## src/rtl/cms_queue.sv

```systemverilog
// Two-entry queue between the hashing front end and the counter back end.
`default_nettype none
module cms_queue #(
    parameter int unsigned W = 8
) (
    input  wire logic         i_clk,
    input  wire logic         i_rst_n,
    input  wire logic         i_push_valid,
    output logic              o_push_ready,
    input  wire logic [W-1:0] i_push_data,
    output logic              o_pop_valid,
    input  wire logic         i_pop_ready,
    output logic [W-1:0]      o_pop_data
);
    logic [W-1:0] r_mem [2];
    logic         r_wp, r_rp;
    logic [1:0]   r_cnt;
    logic         push, pop;

    assign o_push_ready = (r_cnt != 2'd2);
    assign o_pop_valid  = (r_cnt != 2'd0);
    assign o_pop_data   = r_mem[r_rp];
    assign push = i_push_valid && o_push_ready;
    assign pop  = o_pop_valid && i_pop_ready;

    always_ff @(posedge i_clk) begin
        if (!i_rst_n) begin
            r_wp  <= 1'b0;
            r_rp  <= 1'b0;
            r_cnt <= 2'd0;
        end else begin
            if (push) begin
                r_wp <= ~r_wp;
            end
            if (pop) begin
                r_rp <= ~r_rp;
            end
            if (push && !pop) begin
                r_cnt <= r_cnt + 2'd1;
            end else if (pop && !push) begin
                r_cnt <= r_cnt - 2'd1;
            end
        end
    end

    always_ff @(posedge i_clk) begin
        if (push) begin
            r_mem[r_wp] <= i_push_data;
        end
    end
endmodule
`default_nettype wire

```

## config.mk

```make
export PLATFORM = sky130hd
export DESIGN_NAME = cms_queue
export DESIGN_NICKNAME = d
export VERILOG_FILES = /design/src/rtl/cms_queue.sv
export SDC_FILE = /design/constraint.sdc
export NUM_CORES = 1
export LEC_CHECK = 0
export ABC_AREA = 1
export BUFFER_PORTS_ARGS = -buffer_cell sky130_fd_sc_hd__buf_2
export CAP_MARGIN = 10
export CORE_MARGIN = 3
export CORE_UTILIZATION = 49
export DETAILED_ROUTE_END_ITERATION = 16
export HOLD_SLACK_MARGIN = 0.06
export PLACE_DENSITY = 0.72
export SLEW_MARGIN = 30
export SYNTH_ARGS = -nofsm -noshare
export SYNTH_HDL_FRONTEND = slang
export SYNTH_SLANG_ARGS = --single-unit
```

## constraint.sdc

```tcl
create_clock -name i_clk -period 1.4 [get_ports i_clk]
set_input_delay 0.14 -clock i_clk [delete_from_list [all_inputs] [get_ports i_clk]]
set_output_delay 0.14 -clock i_clk [all_outputs]
set_load 0.03 [all_outputs]
```

==> key figures <==
Status
  • Status: finished clean

Clocking
  • Clock root buffer: clkbuf_4
  • Clk_lat worst skew: 0.30 ns
  • CTS tree: built
  • Htree depth: 1
  • Post CTS Setup Buffer Count: 0
  • Reg clk slew, reported paths: 0.10 ns
  • CTS buffer count: 3
  • Maximum clock insertion buffer count: 2
  • Clock sinks: 21

STA
  • Setup Skew: 0.0007837 ns
  • Final worst-path setup slack: 0.03656 ns
  • Crit share post-route: 97.39%
  • Relative slew margins: 88.26%
  • Final Setup Violations: 0
  • Slew @ Worst Pin: 0.1755 ns
  • Final Max Slew Viols: 0
  • Aggregate negative setup slack: 0 ns
  • Min Clock Period, post-route: 1.363 ns
  • Hold Slack: 0.08303 ns
  • Hold Vio Cnt, Final: 0
  • Fmax: 733.4 MHz
  • RSZ-0062 raised after global routing: false

Synth
  • Cells after Synth: 62
  • Sequential area share after synthesis: 69.46%
  • Synth unique cells: 18
  • Mean Syn Cell Area: 13.48 µm²
  • Register bit count reported by yosys: 21
  • Post-synthesis instance area: 835.8 µm²
  • Syn_nets: 75
  • Syn. warnings: 0

Layout
  • Fillcell total: 117
  • Share of cells above drive strength 1: 48.98%
  • Most frequent cells in the layout: edfxtp_1, buf_2, mux2_2, nor2_1, dlygate4sd3_1
  • Register area: 589.3 µm²
  • Nets: 112
  • Area delta synth->final: 39.07%
  • Commonest non-fill, non-tap cell in the layout: edfxtp_1
  • Multi-input combinational cell area: 231.5 µm²
  • Ant. Diodes: 0
  • Final std cells w/o fill: 114

Floorplanning
  • Die Ht: 47.30 µm
  • Die width: 47.30 µm
  • # rows: 14
  • Number of top-level pins: 22
  • Die Area: 2237 µm²
  • Initial core utilization: 53.61%
  • Core ar.: 1559 µm²

Drt
  • Total number of vias: 582
  • First-pass DRT Iterations: 4
  • Antenna Violating Nets Remaining: 0
  • Drt drc: 0
  • Starting DRT DRC Count: 6
  • Routed wire length: 1.451 mm
  • Routed WL per cell: 12.73 µm
  • Via density: 5.105

Worst hold path
  • Worst Hold Depth: 3
  • Hold Crit Endpoint: r_cnt[1]$_SDFFE_PN0P_
  • HP Class: input pin to flop
  • Worst Hold Launch: i_rst_n

Global routing
  • Grt met1 use: 13.20%
  • GR Util met2: 28.88%
  • First-pass GRT wire length: 2.194 mm
  • Largest net degree at the start of global routing: 12
  • Initial antenna violation count: 0
  • Number of global-route vias before repair: 570
  • Met3 Use GR: 3.448%
  • Total gr overflow: 0
  • GR Util All Layers: 14.94%
  • Busiest grt layer: met2

Power and ir drop
  • LEAKAGE: 0.4810 nW
  • Power consumption: 0.002043 W
  • Power Density: 1758 nW/µm²
  • Peak VDD IR: 1308 µV

Placed design
  • HPWL after DPL: 988.5 µm
  • Gpl congestion: 0.7137
  • Dpl ws: 0.02323 ns
  • Port Buffers: 21
  • DP Cell Count: 102

Flow run
  • MaxCap Viol Count: 0

Setup path
  • Crit Path Class: flop to primary output
  • Worst R2R Path Depth: 10
  • WP data required: 1.26 ns
  • CP Capture Type: primary output
  • Reg2Reg Setup Slack: 0.11 ns
  • Worst EP arrival: 1.22 ns
  • Worst R2R Start: r_cnt[0]$_SDFFE_PN0P_
  • CP Launch Type: flop
  • Worst Path Max Fanout: 8
  • R2R Path End: r_cnt[1]$_SDFFE_PN0P_
==> final cells by class <==
type	count	area share (%)
tap	16	1.722
timing repair buffer	33	22.50
multi-input combinational	32	19.91
sequential	21	50.70
inverter	8	2.906
clock buffer	4	2.261
==> repair_timing <==
item                                    4_1_cts  5_1_grt
hold endpoints to repair                     16        0
hold buffers                                  8        0
gates resized for setup                       3       29
endpoints found under the setup margin        9       10
gates cloned                                  0        0
==> flip-flops by register name, summed over array words and instances (netlist names), named ones only <==
name and cells:
r_rp 1, r_mem 16, r_cnt 2, r_wp 1
==> worst max-delay path by stage <==
stage	start	endpoint	slack, ns
after floorplan	r_cnt[0]$_SDFFE_PN0P_	r_mem[1][0]$_DFFE_PP_	0.03
after global placement	r_cnt[0]$_SDFFE_PN0P_	r_cnt[1]$_SDFFE_PN0P_	0.12
after detailed placement	r_cnt[0]$_SDFFE_PN0P_	r_cnt[1]$_SDFFE_PN0P_	0.02
after CTS	r_cnt[1]$_SDFFE_PN0P_	r_cnt[1]$_SDFFE_PN0P_	0.003
after global routing	flop	o_pop_data[5]	0.001
final	flop	o_pop_data[5]	0.04
==> power breakdown <==
| group | internal (W) | total (W) | switching [W] |
|---|---|---|---|
| clock network | 0.000111 | 0.000278 | 0.000167 |
| logic | 0.000377 | 0.000864 | 0.000488 |
| registers | 0.000811 | 0.000901 | 0.0000897 |
| total | 0.00130 | 0.00204 | 0.000744 |
==> routing by layer <==
| metal | vias up | wire length (µm) |
|---|---|---|
| met2 | 14 | 804 |
| met1 | 280 | 566 |
| met4 | 0 | 33 |
| met3 | 4 | 47 |
| li1 | 284 | - |
| met5 | - | 0 |
==> logic make-up (layout without fill, tap and decap cells) <==
| group | after synthesis | count (layout) | synth area share (%) |
|---|---|---|---|
| buffers and inverters | 9 | 45 | 4.340 |
| adders and majority gates | 1 | 1 | 1.497 |
| DFF | 21 | 21 | 69.46 |
| AOI/OAI and AO/OA | 4 | 4 | 2.843 |
| and+or+nand+nor | 19 | 19 | 11.08 |
| muxes | 8 | 8 | 10.78 |
==> stage by stage <==
stage | instance area [µm²] | utilization [%]
2_1_floorplan | 835.8 | -
5_1_grt | 1162 | 74.56
3_3_place_gp | 985.9 | 63.24
4_1_cts | 1097 | 70.39
6_report | 1162 | 74.56
3_5_place_dp | 985.9 | 63.24
==> critical path: stages (launching register included) <==
cell	delay [ns]
dfxtp_4	0.42
mux2_2	0.34
buf_4	0.17
==> Yosys cell counts <==
cell,count,area share [%]
o21ai_0,1,0.60
nand2_1,6,2.7
o21ai_1,1,0.60
nand3_1,1,0.60
nand4_1,1,0.75
inv_1,6,2.7
dfxtp_1,5,12
mux2_2,8,11
a21oi_1,1,0.60
clkinv_2,1,0.60
inv_2,1,0.45
buf_2,1,0.60
o21a_2,1,1.0
ha_1,1,1.5
nor2_1,8,3.6
nand2_4,2,2.7
nand2_2,1,0.75
edfxtp_1,16,57
Power figures use the tool's default switching activity.
