### src/rtl/cms_pkg.sv
// Shared types and register indexes of the count-min sketch.
`default_nettype none
package cms_pkg;
    localparam int unsigned CfgIdxW = 4;
    localparam logic [CfgIdxW-1:0] REG_ROW0_MULT = 4'd0;
    localparam logic [CfgIdxW-1:0] REG_ROW1_MULT = 4'd1;
    localparam logic [CfgIdxW-1:0] REG_ROW2_MULT = 4'd2;
    localparam logic [CfgIdxW-1:0] REG_ROW0_ADD  = 4'd3;
    localparam logic [CfgIdxW-1:0] REG_ROW1_ADD  = 4'd4;
    localparam logic [CfgIdxW-1:0] REG_ROW2_ADD  = 4'd5;
    localparam logic [CfgIdxW-1:0] REG_PRIME     = 4'd6;
    localparam logic [CfgIdxW-1:0] REG_BUCKETS   = 4'd7;
    localparam logic OP_INCR  = 1'b0;
    localparam logic OP_QUERY = 1'b1;

    typedef enum logic [2:0] {
        F_IDLE, F_MUL, F_ADD, F_MODP, F_MODN, F_PUSH
    } t_front_state;

    typedef enum logic [2:0] {
        B_CLR, B_IDLE, B_RD, B_UPD, B_OUT
    } t_back_state;
endpackage
`default_nettype wire

### src/rtl/cms_front.sv
// Front end: configuration registers, item intake and per-row bucket hashing.
`default_nettype none
module cms_front #(
    parameter int unsigned ROWS        = 3,
    parameter int unsigned MAX_BUCKETS = 1024,
    parameter int unsigned BW          = 10,
    parameter int unsigned EW          = 31
) (
    input  wire logic                         i_clk,
    input  wire logic                         i_rst_n,
    input  wire logic                         i_cfg_valid,
    input  wire logic [cms_pkg::CfgIdxW-1:0]  i_cfg_index,
    input  wire logic [31:0]                  i_cfg_data,
    input  wire logic                         i_valid,
    output logic                              o_ready,
    input  wire logic                         i_op,
    input  wire logic [31:0]                  i_key,
    output logic                              o_push_valid,
    input  wire logic                         i_push_ready,
    output logic [EW-1:0]                     o_push_data
);
    logic [31:0] r_mult [3];
    logic [31:0] r_add [3];
    logic [31:0] r_prime;
    logic [10:0] r_bcount;

    cms_pkg::t_front_state r_state, n_state;
    logic          r_op;
    logic [31:0]   r_key, r_h, r_rem;
    logic [4:0]    r_bit;
    logic [1:0]    r_row;
    logic [BW-1:0] r_bucket [ROWS];

    logic [31:0] nact, divisor, rem_next;
    logic [32:0] trial;

    always_comb begin
        nact = {21'd0, r_bcount};
        if (r_bcount == 11'd0) begin
            nact = 32'd1;
        end else if (nact > 32'(MAX_BUCKETS)) begin
            nact = 32'(MAX_BUCKETS);
        end
        divisor  = (r_state == cms_pkg::F_MODP) ? r_prime : nact;
        trial    = {r_rem, r_h[r_bit]};
        rem_next = (trial >= {1'b0, divisor}) ? 32'(trial - {1'b0, divisor}) : trial[31:0];
    end

    always_ff @(posedge i_clk) begin
        if (!i_rst_n) begin
            r_mult[0] <= 32'd1;
            r_mult[1] <= 32'd3;
            r_mult[2] <= 32'd5;
            r_add[0]  <= 32'd0;
            r_add[1]  <= 32'd1;
            r_add[2]  <= 32'd2;
            r_prime   <= 32'd4294967291;
            r_bcount  <= 11'd1024;
        end else if (i_cfg_valid) begin
            unique case (i_cfg_index)
                cms_pkg::REG_ROW0_MULT: r_mult[0] <= i_cfg_data;
                cms_pkg::REG_ROW1_MULT: r_mult[1] <= i_cfg_data;
                cms_pkg::REG_ROW2_MULT: r_mult[2] <= i_cfg_data;
                cms_pkg::REG_ROW0_ADD:  r_add[0]  <= i_cfg_data;
                cms_pkg::REG_ROW1_ADD:  r_add[1]  <= i_cfg_data;
                cms_pkg::REG_ROW2_ADD:  r_add[2]  <= i_cfg_data;
                cms_pkg::REG_PRIME:     r_prime   <= i_cfg_data;
                cms_pkg::REG_BUCKETS:   r_bcount  <= i_cfg_data[10:0];
                default: ;
            endcase
        end
    end

    always_comb begin
        n_state      = r_state;
        o_ready      = (r_state == cms_pkg::F_IDLE);
        o_push_valid = (r_state == cms_pkg::F_PUSH);
        unique case (r_state)
            cms_pkg::F_IDLE: if (i_valid) n_state = cms_pkg::F_MUL;
            cms_pkg::F_MUL:  n_state = cms_pkg::F_ADD;
            cms_pkg::F_ADD:  n_state = (r_prime != 32'd0) ? cms_pkg::F_MODP : cms_pkg::F_MODN;
            cms_pkg::F_MODP: if (r_bit == 5'd0) n_state = cms_pkg::F_MODN;
            cms_pkg::F_MODN: begin
                if (r_bit == 5'd0) begin
                    n_state = (r_row == 2'(ROWS - 1)) ? cms_pkg::F_PUSH : cms_pkg::F_MUL;
                end
            end
            cms_pkg::F_PUSH: if (i_push_ready) n_state = cms_pkg::F_IDLE;
            default: n_state = cms_pkg::F_IDLE;
        endcase
    end

    always_ff @(posedge i_clk) begin
        if (!i_rst_n) begin
            r_state <= cms_pkg::F_IDLE;
        end else begin
            r_state <= n_state;
        end
    end

    always_ff @(posedge i_clk) begin
        case (r_state)
            cms_pkg::F_IDLE: begin
                r_op  <= i_op;
                r_key <= i_key;
                r_row <= 2'd0;
            end
            cms_pkg::F_MUL: r_h <= 32'(r_mult[r_row] * r_key);
            cms_pkg::F_ADD: begin
                r_h   <= r_h + r_add[r_row];
                r_rem <= 32'd0;
                r_bit <= 5'd31;
            end
            cms_pkg::F_MODP: begin
                r_bit <= r_bit - 5'd1;
                r_rem <= rem_next;
                if (r_bit == 5'd0) begin
                    r_h   <= rem_next;
                    r_rem <= 32'd0;
                end
            end
            cms_pkg::F_MODN: begin
                r_bit <= r_bit - 5'd1;
                r_rem <= rem_next;
                if (r_bit == 5'd0) begin
                    r_bucket[r_row] <= rem_next[BW-1:0];
                    r_row <= r_row + 2'd1;
                end
            end
            default: ;
        endcase
    end

    always_comb begin
        o_push_data = '0;
        o_push_data[EW-1] = r_op;
        for (int i = 0; i < ROWS; i++) begin
            o_push_data[i*BW +: BW] = r_bucket[i];
        end
    end
endmodule
`default_nettype wire

### config.mk
export PLATFORM = sky130hd
export DESIGN_NAME = cms_front
export DESIGN_NICKNAME = d
export VERILOG_FILES = /design/src/rtl/cms_pkg.sv /design/src/rtl/cms_front.sv
export SDC_FILE = /design/constraint.sdc
export NUM_CORES = 2
export LEC_CHECK = 0
export ABC_AREA = 1
export BUFFER_PORTS_ARGS = -buffer_cell sky130_fd_sc_hd__buf_2
export CORE_ASPECT_RATIO = 1.1
export CORE_MARGIN = 1
export CORE_UTILIZATION = 30
export DETAILED_ROUTE_END_ITERATION = 6
export PLACE_DENSITY_LB_ADDON = 0.2
export SYNTH_ARGS = -nofsm -noshare
export SYNTH_HDL_FRONTEND = slang
export SYNTH_SLANG_ARGS = --single-unit
### constraint.sdc
create_clock -name i_clk -period 11.3 [get_ports i_clk]
set_input_delay 0.565 -clock i_clk [delete_from_list [all_inputs] [get_ports i_clk]]
set_output_delay 0.565 -clock i_clk [all_outputs]
set_load 0.02 [all_outputs]
==> impl_metrics.json <==
{
  "outcome": "completed",
  "dp_hpwl_mm": 96.1,
  "port_buffers": 106,
  "hold_path_class": "input pin to flip-flop",
  "critPathMaxFanout": 35,
  "drtIter0Drc": 2038,
  "worstPathArrival_ns": 9.51,
  "layout-area-overhead-vs-synth_pct": 11.2,
  "post_cts_resize_count": 0,
  "synth_cells": 3980,
  "synthArstFlopShare_pct": 0,
  "tns_ns": 0,
  "die_area_sq_um": 116000,
  "drc": 0,
  "fin_skew_ns": 0.0733,
  "htreeDepth": 2,
  "critPathMaxStageDelay_ns": 0.72,
  "layout_common_cells": "nand2_1, inv_1, nor2_1, fa_1, edfxtp_1",
  "path_class": "flip-flop to flip-flop",
  "die_w_um": 325,
  "syn_nets": 4654,
  "drv_cap": 0,
  "grt_antenna_before_repair": 1,
  "ys_seq_area_share_pct": 31.2,
  "setup_violations": 0,
  "cts_root_buf": "clkbuf_16",
  "ios": 107,
  "grt_max_degree": 63,
  "rsz0062_at_grt": "false",
  "row_count": 129,
  "worstSetupEndpointType": "flip-flop",
  "drt-total-wl_mm": 122,
  "die_h_um": 357,
  "final_common_cell": "nand2_1",
  "grt_use_met2_pct": 34.8,
  "grt_usage_pct": 21.0,
  "gr-total-overflow": 0,
  "insertion_delay_ns": 0.65,
  "final_hold_viol_count": 0,
  "synth_cell_types": 55,
  "tightest_slew_ns": 1.19,
  "crit_slowest_cell": "nand2_1",
  "path_clk_slew_ns": 0.07,
  "period_share_pct": 81.3,
  "coreArea_sq_um": 113000,
  "grt_pass1_vias": 27300,
  "cts_buffers": 46,
  "clockBufferDepth": 3,
  "wire_per_inst_um": 21.8,
  "avgViaCountPerCell": 4.87,
  "start_util_pct": 30.4,
  "start_kind": "flip-flop",
  "maxSlewViolCount": 0,
  "synth-seq-cells": 374,
  "clkSinkCount": 374,
  "fin_crit_ns": 9.19,
  "globalplace.congestion": 0.928,
  "synth_edf_count": 326,
  "drt_pass1_iterations": 5,
  "slew_headroom_pct": 20.5,
  "postCtsHoldBufs": 0,
  "vias": 27200,
  "post_cts_buffers": 0,
  "busiest_layer": "met2",
  "fmax_ghz": 0.109,
  "ant_nets": 0,
  "crit_top_cell": "fa_1",
  "cts_tree": "yes",
  "nets": 4719,
  "synth-main-ff-cell": "edfxtp_1",
  "grt_pass1_wl_mm": 179,
  "grt_use_met3_pct": 2.75,
  "use_met1_pct": 28.0,
  "critPathRequiredTime_ns": 11.62,
  "syn_area_per_cell_sq_um": 8.65,
  "diodes": 0,
  "syn_area_sq_um": 34400,
  "drive_gt1_share_pct": 7.30,
  "synth-warning-count": 0
}
==> synth_stat cells (14+ instances only) <==
cell | count | area [sq um]
o211ai_1 | 43 | 323
or2_2 | 43 | 269
nand2_1 | 774 | 2910
nand3_1 | 172 | 861
xnor2_1 | 24 | 210
ha_1 | 190 | 2380
nor2_1 | 556 | 2090
dfxtp_1 | 48 | 961
clkbuf_1 | 92 | 345
buf_2 | 15 | 75.1
nor3_1 | 18 | 90.1
a21oi_1 | 232 | 1160
o21ai_0 | 144 | 721
nor4_1 | 14 | 87.6
edfxtp_1 | 326 | 9790
inv_1 | 682 | 2560
nand4_1 | 23 | 144
xor2_1 | 22 | 193
fa_1 | 410 | 8210
==> cell families after synthesis <==
logic type,Yosys count,share of synthesized area (%)
buffers and inverters,827,9.26
AO/OA/AOI/OAI,495,8.09
flip-flops,374,31.2
XOR/XNOR,46,1.17
AND/OR/NAND/NOR,1638,19.5
adder cells (fa/ha/maj),600,30.8
==> area by class of cell <==
| type | count | area (sq um) |
|---|---|---|
| multi-input combinational | 2779 | 20600 |
| inverter | 697 | 2620 |
| fill | 11800 | 74900 |
| tap | 1506 | 1880 |
| sequential | 374 | 10800 |
| timing repair buffer | 147 | 838 |
| clock inverter | 34 | 430 |
| clock buffer | 52 | 1170 |
==> path summary, 6_finish.rpt <==
check	to	slack (ns)	startpoint	depth (start not counted)
hold / removal	r_key[7]$_DFFE_PP_	0.08	i_key[7]	1
setup / recovery	r_h[25]$_DFFE_PP_	2.11	flip-flop	28
setup reg to reg	r_h[25]$_DFFE_PP_	2.11	flip-flop	28
hold reg to reg	r_prime[1]$_SDFFE_PN1P_	0.49	r_prime[1]$_SDFFE_PN1P_	2
==> per-stage QoR <==
step | instance area [sq um] | setup WS (ns) | instances | utilization [%] | hold slack [ns]
floorplan | 34400 | 4.22 | 3980 | - | 0.460
global placement | 36700 | 2.21 | 5503 | 32.4 | 0.478
detailed placement | 36700 | 2.27 | 5503 | 32.4 | 0.480
CTS | 38300 | 2.18 | 5589 | 33.8 | 0.0435
global route | 38300 | 1.65 | 5589 | 33.8 | 0.0522
finish | 38300 | 2.11 | 5589 | 33.8 | 0.0833
==> sequential cells by signal, indices dropped and copies added (netlist names), 11 cells and up, named ones only <==
register and count:
r_add 96, r_bcount 11, r_h 32, r_rem 32, r_mult 96, r_prime 32, r_key 32, r_bucket 30
==> routing by layer <==
| metal | routed length (um) | part of all wire (%) |
|---|---|---|
| met1 | 53300 | 44 |
| met2 | 57500 | 47 |
| met5 | 13 | 0.011 |
| met3 | 6670 | 5.5 |
| met4 | 4530 | 3.7 |
==> worst max-delay path: cells and delay by family, from the launching register on <==
| family | cells | cell delay [ns] |
|---|---|---|
| buffers and inverters | 5 | 1.42 |
| AO/OA/AOI/OAI | 3 | 0.68 |
| flip-flops | 1 | 0.44 |
| adder cells (fa/ha/maj) | 9 | 3.80 |
| AND/OR/NAND/NOR | 11 | 2.48 |
Power is left out: the tool's default activity adds up to more than one toggle a clock period on the data nets, which glitch-free logic cannot reach.
